## src/hdl/gdof_pkg.sv

```systemverilog
// shared types and constants of the overlap filter
`timescale 1ns / 1ps
package gdof_pkg;

  localparam int ETA_W  = 16;
  localparam int PHI_W  = 15;
  localparam int THR_W  = 15;
  localparam int SLOT_W = 4;
  localparam int DE_W   = ETA_W + 1;
  localparam int FOLD_W = 18;
  localparam int DE_SQ_W  = 2 * ETA_W;
  localparam int DP_SQ_W  = 2 * PHI_W;
  localparam int THR_SQ_W = 2 * THR_W;
  localparam int SUM_W    = DE_SQ_W + 1;

  localparam int PI_Q20 = 3294199;
  localparam logic [THR_W-1:0] THR_RESET = 15'd1638;

  typedef struct packed {
    logic load;
    logic rd_en;
    logic wr_en;
  } gdof_cmd_t;

  typedef struct packed {
    logic busy;
    logic hit;
  } gdof_sts_t;

endpackage

```

## src/hdl/gdof_datapath.sv

```systemverilog
// list memory, distance compare pipeline and threshold register
`timescale 1ns / 1ps
module gdof_datapath import gdof_pkg::*; #(
  parameter int MAX_KEPT  = 16,
  parameter int FRAC_BITS = 12,
  parameter int AW        = (MAX_KEPT > 1) ? $clog2(MAX_KEPT) : 1
) (
  input  logic                     clk,
  input  logic                     rst_n,
  input  logic signed [ETA_W-1:0]  in_eta,
  input  logic        [PHI_W-1:0]  in_phi,
  input  logic                     cfg_wr,
  input  logic        [THR_W-1:0]  cfg_min_distance,
  input  gdof_cmd_t                cmd,
  input  logic        [AW-1:0]     addr,
  output gdof_sts_t                sts
);

  localparam int PI_Q     = (PI_Q20 + (1 << (19 - FRAC_BITS))) >> (20 - FRAC_BITS);
  localparam int TWO_PI_Q = 2 * PI_Q;
  localparam logic [FOLD_W-1:0] PI_QV     = FOLD_W'(PI_Q);
  localparam logic [FOLD_W-1:0] TWO_PI_QV = FOLD_W'(TWO_PI_Q);

  logic [ETA_W+PHI_W-1:0] mem [MAX_KEPT];

  logic        [THR_W-1:0]    thr_r;
  logic        [THR_SQ_W-1:0] thr_sq_r;
  logic signed [ETA_W-1:0]    obj_eta_r;
  logic        [PHI_W-1:0]    obj_phi_r;
  logic signed [ETA_W-1:0]    rd_eta_r;
  logic        [PHI_W-1:0]    rd_phi_r;
  logic signed [DE_W-1:0]     de_r;
  logic signed [DE_W-1:0]     de_nxt;
  logic        [PHI_W-1:0]    dpa_r;
  logic        [PHI_W-1:0]    dpa_nxt;
  logic signed [DE_W-1:0]     de2_r;
  logic        [PHI_W-1:0]    dpf_r;
  logic        [PHI_W-1:0]    dpf_nxt;
  logic        [DE_SQ_W-1:0]  de_sq_r;
  logic        [DP_SQ_W-1:0]  dp_sq_r;
  logic signed [2*DE_W-1:0]   de_prod;
  logic        [FOLD_W-1:0]   dpa_ext;
  logic        [FOLD_W-1:0]   fold_up;
  logic        [FOLD_W-1:0]   fold_dn;
  logic        [SUM_W-1:0]    dist_sq;
  logic                       close;
  logic                       v1_r, v2_r, v3_r, v4_r;
  logic                       hit_r;

  // threshold register and its square
  always_ff @(posedge clk) begin
    if (!rst_n) begin
      thr_r <= THR_RESET;
    end else if (cfg_wr) begin
      thr_r <= cfg_min_distance;
    end
  end

  always_ff @(posedge clk) begin
    thr_sq_r <= thr_r * thr_r;
  end

  always_ff @(posedge clk) begin
    if (cmd.load) begin
      obj_eta_r <= in_eta;
      obj_phi_r <= in_phi;
    end
  end

  // list memory
  always_ff @(posedge clk) begin
    if (cmd.wr_en) begin
      mem[addr] <= {obj_eta_r, obj_phi_r};
    end
    if (cmd.rd_en) begin
      {rd_eta_r, rd_phi_r} <= mem[addr];
    end
  end

  // stage 1: differences
  always_comb begin
    de_nxt = $signed({obj_eta_r[ETA_W-1], obj_eta_r}) - $signed({rd_eta_r[ETA_W-1], rd_eta_r});
    if (obj_phi_r >= rd_phi_r) begin
      dpa_nxt = obj_phi_r - rd_phi_r;
    end else begin
      dpa_nxt = rd_phi_r - obj_phi_r;
    end
  end

  // stage 2: fold at pi
  always_comb begin
    dpa_ext = FOLD_W'(dpa_r);
    fold_up = TWO_PI_QV - dpa_ext;
    fold_dn = dpa_ext - TWO_PI_QV;
    if (dpa_ext <= PI_QV) begin
      dpf_nxt = dpa_r;
    end else if (TWO_PI_QV >= dpa_ext) begin
      dpf_nxt = fold_up[PHI_W-1:0];
    end else begin
      dpf_nxt = fold_dn[PHI_W-1:0];
    end
  end

  assign de_prod = de2_r * de2_r;
  assign dist_sq = SUM_W'(de_sq_r) + SUM_W'(dp_sq_r);
  assign close   = dist_sq < SUM_W'(thr_sq_r);

  always_ff @(posedge clk) begin
    de_r    <= de_nxt;
    dpa_r   <= dpa_nxt;
    de2_r   <= de_r;
    dpf_r   <= dpf_nxt;
    de_sq_r <= de_prod[DE_SQ_W-1:0];
    dp_sq_r <= dpf_r * dpf_r;
  end

  always_ff @(posedge clk) begin
    if (!rst_n) begin
      v1_r  <= 1'b0;
      v2_r  <= 1'b0;
      v3_r  <= 1'b0;
      v4_r  <= 1'b0;
      hit_r <= 1'b0;
    end else begin
      v1_r <= cmd.rd_en;
      v2_r <= v1_r;
      v3_r <= v2_r;
      v4_r <= v3_r;
      if (cmd.load) begin
        hit_r <= 1'b0;
      end else if (v4_r && close) begin
        hit_r <= 1'b1;
      end
    end
  end

  assign sts.busy = v1_r | v2_r | v3_r | v4_r;
  assign sts.hit  = hit_r;

endmodule

```

## src/hdl/gdof_ctrl.sv

```systemverilog
// controller: list scan sequencing, list count and result register
`timescale 1ns / 1ps
module gdof_ctrl import gdof_pkg::*; #(
  parameter int MAX_KEPT = 16,
  parameter int AW       = (MAX_KEPT > 1) ? $clog2(MAX_KEPT) : 1
) (
  input  logic              clk,
  input  logic              rst_n,
  input  logic              in_valid,
  input  logic              in_last_in_event,
  output logic              in_stall,
  output logic              out_valid,
  input  logic              out_stall,
  output logic              out_keep,
  output logic [SLOT_W-1:0] out_slot,
  output logic              out_overflow,
  output gdof_cmd_t         cmd,
  output logic [AW-1:0]     addr,
  input  gdof_sts_t         sts
);

  localparam int CW = $clog2(MAX_KEPT + 1);

  localparam logic [1:0] S_IDLE   = 2'd0;
  localparam logic [1:0] S_SCAN   = 2'd1;
  localparam logic [1:0] S_DECIDE = 2'd2;

  logic [1:0]        state_r, state_nxt;
  logic [CW-1:0]     cnt_r, cnt_nxt;
  logic [CW-1:0]     idx_r, idx_nxt;
  logic              last_r, last_nxt;
  logic              out_valid_r, out_valid_nxt;
  logic              out_keep_r, out_keep_nxt;
  logic [SLOT_W-1:0] out_slot_r, out_slot_nxt;
  logic              out_ovf_r, out_ovf_nxt;
  logic              room;
  logic              keep_c;
  logic              out_free;

  assign room     = cnt_r < CW'(MAX_KEPT);
  assign keep_c   = !sts.hit && room;
  assign out_free = !out_valid_r || !out_stall;

  always_comb begin
    state_nxt     = state_r;
    cnt_nxt       = cnt_r;
    idx_nxt       = idx_r;
    last_nxt      = last_r;
    out_valid_nxt = out_valid_r;
    out_keep_nxt  = out_keep_r;
    out_slot_nxt  = out_slot_r;
    out_ovf_nxt   = out_ovf_r;
    cmd           = '0;
    addr          = idx_r[AW-1:0];
    if (out_valid_r && !out_stall) begin
      out_valid_nxt = 1'b0;
    end
    unique case (state_r)
      S_IDLE: begin
        if (in_valid) begin
          cmd.load  = 1'b1;
          last_nxt  = in_last_in_event;
          idx_nxt   = '0;
          state_nxt = S_SCAN;
        end
      end
      S_SCAN: begin
        if (idx_r < cnt_r) begin
          cmd.rd_en = 1'b1;
          idx_nxt   = idx_r + CW'(1);
        end else if (!sts.busy) begin
          state_nxt = S_DECIDE;
        end
      end
      S_DECIDE: begin
        if (out_free) begin
          out_valid_nxt = 1'b1;
          out_keep_nxt  = keep_c;
          out_slot_nxt  = keep_c ? SLOT_W'(cnt_r) : '0;
          out_ovf_nxt   = !sts.hit && !room;
          if (keep_c) begin
            cmd.wr_en = 1'b1;
            addr      = cnt_r[AW-1:0];
          end
          cnt_nxt   = last_r ? '0 : cnt_r + CW'(keep_c);
          state_nxt = S_IDLE;
        end
      end
      default: begin
        state_nxt = S_IDLE;
      end
    endcase
  end

  always_ff @(posedge clk) begin
    if (!rst_n) begin
      state_r     <= S_IDLE;
      cnt_r       <= '0;
      idx_r       <= '0;
      last_r      <= 1'b0;
      out_valid_r <= 1'b0;
    end else begin
      state_r     <= state_nxt;
      cnt_r       <= cnt_nxt;
      idx_r       <= idx_nxt;
      last_r      <= last_nxt;
      out_valid_r <= out_valid_nxt;
    end
  end

  always_ff @(posedge clk) begin
    out_keep_r <= out_keep_nxt;
    out_slot_r <= out_slot_nxt;
    out_ovf_r  <= out_ovf_nxt;
  end

  assign in_stall     = (state_r != S_IDLE);
  assign out_valid    = out_valid_r;
  assign out_keep     = out_keep_r;
  assign out_slot     = out_slot_r;
  assign out_overflow = out_ovf_r;

endmodule

```

## src/hdl/greedy_delta_r_overlap_filter_core.sv

```systemverilog
// Greedy eta/phi overlap filter: each object is checked against the list of objects
// kept so far in its event and is kept unless its squared distance to one of them is
// below the squared threshold (azimuth difference folded at pi). One result per
// object. With n objects already kept in the event (n from 1 to MAX_KEPT) the list
// memory is read one stored object per cycle into a four-stage compare pipeline,
// which then drains before the decision; with an empty list the scan goes straight
// to the decision. The result is held in the output register. The next object
// is taken in the cycle its predecessor's result first shows, so a new object waits
// until the last one's result is out; a stalled result holds the decision and so
// the next transfer in. The threshold port is always ready; write it only while
// the block is idle.
`timescale 1ns / 1ps
module greedy_delta_r_overlap_filter_core import gdof_pkg::*; #(
  parameter int MAX_KEPT  = 16,
  parameter int FRAC_BITS = 12
) (
  input  logic                    clk,
  input  logic                    rst_n,
  input  logic                    in_valid,
  output logic                    in_stall,
  input  logic signed [ETA_W-1:0] in_eta,
  input  logic        [PHI_W-1:0] in_phi,
  input  logic                    in_last_in_event,
  output logic                    out_valid,
  input  logic                    out_stall,
  output logic                    out_keep,
  output logic [SLOT_W-1:0]       out_slot,
  output logic                    out_overflow,
  input  logic                    cfg_valid,
  output logic                    cfg_ready,
  input  logic        [THR_W-1:0] cfg_min_distance
);

  localparam int AW = (MAX_KEPT > 1) ? $clog2(MAX_KEPT) : 1;

  gdof_cmd_t     cmd;
  gdof_sts_t     sts;
  logic [AW-1:0] addr;

  assign cfg_ready = 1'b1;

  gdof_ctrl #(
    .MAX_KEPT (MAX_KEPT),
    .AW       (AW)
  ) u_ctrl (
    .clk              (clk),
    .rst_n            (rst_n),
    .in_valid         (in_valid),
    .in_last_in_event (in_last_in_event),
    .in_stall         (in_stall),
    .out_valid        (out_valid),
    .out_stall        (out_stall),
    .out_keep         (out_keep),
    .out_slot         (out_slot),
    .out_overflow     (out_overflow),
    .cmd              (cmd),
    .addr             (addr),
    .sts              (sts)
  );

  gdof_datapath #(
    .MAX_KEPT  (MAX_KEPT),
    .FRAC_BITS (FRAC_BITS),
    .AW        (AW)
  ) u_datapath (
    .clk              (clk),
    .rst_n            (rst_n),
    .in_eta           (in_eta),
    .in_phi           (in_phi),
    .cfg_wr           (cfg_valid && cfg_ready),
    .cfg_min_distance (cfg_min_distance),
    .cmd              (cmd),
    .addr             (addr),
    .sts              (sts)
  );

endmodule

```

## config.mk

```make
export PLATFORM = sky130hd
export DESIGN_NAME = greedy_delta_r_overlap_filter_core
export DESIGN_NICKNAME = d
export VERILOG_FILES = /design/src/hdl/gdof_pkg.sv /design/src/hdl/gdof_datapath.sv /design/src/hdl/gdof_ctrl.sv /design/src/hdl/greedy_delta_r_overlap_filter_core.sv
export SDC_FILE = /design/constraint.sdc
export NUM_CORES = 2
export LEC_CHECK = 0
export BUFFER_PORTS_ARGS = -buffer_cell sky130_fd_sc_hd__buf_2
export CAP_MARGIN = 20
export CELL_PAD_IN_SITES_DETAIL_PLACEMENT = 0
export CELL_PAD_IN_SITES_GLOBAL_PLACEMENT = 1
export CORE_MARGIN = 8
export CORE_UTILIZATION = 48
export CTS_BUF_LIST = sky130_fd_sc_hd__clkbuf_8
export CTS_CLUSTER_DIAMETER = 30
export DETAILED_ROUTE_END_ITERATION = 10
export GPL_TIMING_DRIVEN = 1
export HOLD_SLACK_MARGIN = 0.12
export PLACE_DENSITY = 0.77
export SYNTH_ARGS = -nofsm -noshare
export SYNTH_HDL_FRONTEND = slang
export SYNTH_HIERARCHICAL = 1
export SYNTH_SLANG_ARGS = --single-unit
```

## constraint.sdc

```tcl
create_clock -name clk -period 7.1 [get_ports clk]
set_input_delay 0.71 -clock clk [delete_from_list [all_inputs] [get_ports clk]]
set_output_delay 0.71 -clock clk [all_outputs]
set_load 0.02 [all_outputs]
```

==> metrics.md <==
| Metric | Value |
|---|---|
| Post-route antenna net violation count | 0 |
| Startpoint types | flop |
| Fin crit share | 0.9340 |
| Worst-Margin Slew | 1.137 ns |
| Top cell family by delay on the critical path | adder cells |
| Share of layout cells above drive strength 1 | 0.1232 |
| Post-layout nets | 5335 |
| Post-synthesis sequential area ratio | 0.4007 |
| Cts repair resizes | 0 |
| Yosys top cell area share | 0.3281 |
| Critical path class | reg -> reg |
| Critical path arrival | about 7.3 ns |
| Worst Clk Skew | 0.04310 ns |
| Core Region | about 0.11 sq mm |
| Grt ovf | 0 |
| Buf/Inv on CP | 4 |
| Synth top area cells | edfxtp_1, fa_1, ha_1 |
| Vias in the first global route | 32414 |
| Num CTS Buffers | around 140 |
| Tmin final | 6.632 ns |
| Clock net sink count | between 700 and 800 |
| Initial antenna violation count | 2 |
| Die Span Y | 343.9 microns |
| Post-synth EDFFs | 564 |
| Post-synthesis average cell area | 12.35 sq um |
| Most used cell, CP | fa_1 |
| Port bufs | 59 |
| Slowest cell on crit path | dfxtp_1 |
| Worst skew pair latency | 0.82 ns |
| Leading area contributor after synthesis | edfxtp_1 |
| Status | finished, final reports clean |
| DRC | 0 |
| Critical Path RT | between 7 and 8 ns |
| Vias | 30312 |
| Num rows | 120 |
| First-pass GRT wire length | 175.7 mm |
| Crit end category | flop |
| Hpwl dp | 77.73 mm |
| Synthesized flop and latch total | 751 |
| I/O pin cnt | 61 |
| Fmax | 0.1508 GHz |
| Final wirelength | between 100 and 150 mm |
| H-tree Lvls | 4 |
| Die ar. | ~0.12 sq mm |
| Pin count of the biggest net entering global routing | 129 |
| DRT Pass-1 Iters | 5 |
| Reg2Reg Setup Slack | 0.47 ns |
| Post-CTS setup buffer count | 0 |
| Slew Limit Headroom | 0.2417 |
| GP Congestion | 0.8551 |
| Mapped Area | 0.05161 sq mm |
| Final hold vios | 0 |
| Worst-path cell chain | inv_1 > nor2_1 > ha_1 > xor2_1 > fa_1 > fa_1 > inv_1 > fa_1 > fa_1 > inv_1 > fa_1 > inv_1 > ha_1 > nand4_1 > nor3_1 > o311ai_0 > a21boi_0 > a31oi_1 > a21oi_1 > a211o_1 > a21oi_1 > xnor2_1 |
| Max Slew Vio Count | 0 |
| Ys flop type | edfxtp_1 |
| Hold Path Class | in -> reg |
| Largest fanout on the critical path | 17 |
| Final setup TNS | 0 ns |
| TritonCTS clock tree | built |
| Final count of negative-setup-slack endpoints | 0 |
| Starting density of the core | 0.4828 |
| Total track usage | 0.1885 |
| 1st-iter DRT viols | 1685 |
| Unrepaired setup endpoints after global routing | no |
| Cts hold-fix bufs | 44 |
| Drt wl/cell | 18.39 microns |
| Async SR Flop Fraction | 0 |
| Mapped Cells | 4178 |
| CTS clock-pin slew for the worst setup and hold paths | 0.06 ns |
| Vias per inst | a little over 5 |
| Syn_nets | 5140 |
| P&R area growth vs syn | 11.19% |
| Clk buf depth | 3 |
| Max Cap Viol | 0 |
| Clk root buf | clkbuf_8 |
| YS warnings | 6 |
| Synth cell types | 95 |
| Slowest Stage Delay on Critical Path | 0.76 ns |
| Die Wd | 343.9 microns |
==> path summary, 6_finish.rpt <==
| kind | startpoint | endpoint | cells after the start |
|---|---|---|---|
| worst max-delay path | u_datapath/de2_r[3] | u_datapath/de_sq_r[31] | 22 |
| worst min-delay path | cfg_min_distance[13] | u_datapath/thr_r[13] | 3 |
| worst max register to register | u_datapath/de2_r[3] | u_datapath/de_sq_r[31] | 22 |
| worst min register to register | u_datapath/de_r[2] | u_datapath/de2_r[2] | 0 |
==> registers in the layout (all words and copies together) (netlist names), 16 cells and up <==
register              flops
u_datapath/mem          496
u_datapath/dp_sq_r       29
u_datapath/de_r          17
u_datapath/de_sq_r       31
u_datapath/obj_eta_r     16
u_datapath/thr_sq_r      29
u_datapath/de2_r         17
u_datapath/rd_eta_r      16
==> synth_stat cells (all sizes together), types with 24 or more instances <==
cell / number
ha: 377
o21a: 29
buf: 26
inv: 835
nor3: 42
mux2i: 24
clkbuf: 88
nand2b: 29
xor2: 44
and2: 156
nor2b: 52
mux4: 155
xnor2: 119
fa: 533
nor2: 148
nand3: 37
a21o: 47
nand2: 292
dfxtp: 187
a21oi: 112
edfxtp: 564
o21ai: 69
==> placed cells by master, fill, tap and decap left out, drive strengths merged, types with 9 or more instances in the layout <==
master	synthesis	routed
nor2	148	148
o21bai	14	14
xor2	44	44
nand4	11	11
clkinvlp	0	19
or2	9	9
nor3	42	42
nand2	292	292
a21oi	112	112
edfxtp	564	564
clkbuf	88	147
buf	26	121
o211ai	13	13
nand3	37	37
or3	9	9
dfxtp	187	187
nor2b	52	52
mux2i	24	24
a21o	47	47
o21ai	69	69
dlygate4sd3	0	44
a211oi	14	14
a31oi	22	22
o21a	29	29
nand2b	29	29
ha	377	377
bufinv	0	15
inv	835	876
clkinv	0	39
mux4	155	155
and3	12	12
fa	533	533
and2	156	156
xnor2	119	119
==> stage by stage <==
step	instance area [sq um]	setup slack [ns]	hold WS [ns]	instances	util
finish	57390	0.4683	0.2191	5894	0.5368
global route	57390	0.01783	0.1745	5894	0.5368
CTS	57390	0.4392	0.1226	5893	0.5368
detailed placement	53860	0.4451	0.3121	5588	0.5038
global placement	53860	0.6198	0.3101	5588	0.5038
floorplan	51610	1.027	0.3096	4178	-
==> layer usage <==
layer / GRT usage / share of wire / routed length, microns / vias up
li1: - / - / - / 14328
met1: 0.2485 / 0.44 / 47700 / 15208
met2: 0.3186 / 0.49 / 53250 / 618
met3: 0.03526 / 0.047 / 5070 / 158
met4: 0.05532 / 0.022 / 2374 / 0
met5: 0 / 0 / 0 / -
==> area by class of cell <==
class	instances	area (sq um)
Clock inverter	114	1062
Tap cell	1403	1755
Inverter	835	3134
Fill cell	9110	49510
Timing Repair Buffer	165	1226
Clock buffer	147	2023
Sequential cell	751	20680
Multi-Input combinational cell	2478	27510
Antenna cell	1	2.502
==> cell families after synthesis <==
group                    Yosys count  synth area share
buffers and inverters            949           0.06970
adder cells (fa/ha/maj)          910            0.2981
multiplexers                     184           0.07338
AND/OR/NAND/NOR                  820           0.07738
AO/OA/AOI/OAI                    400           0.05299
XOR/XNOR                         163           0.02766
other                              1        0.00007266
flip-flops                       751            0.4007
==> worst min-delay path: cells and delay by family <==
family        cells  cell delay [ns]
simple gates      1             0.10
buf+inv           1             0.09
mux               1             0.06
Power is not shown: default switching activity piles up to over one toggle a cycle in this logic, so the estimate is an artifact.
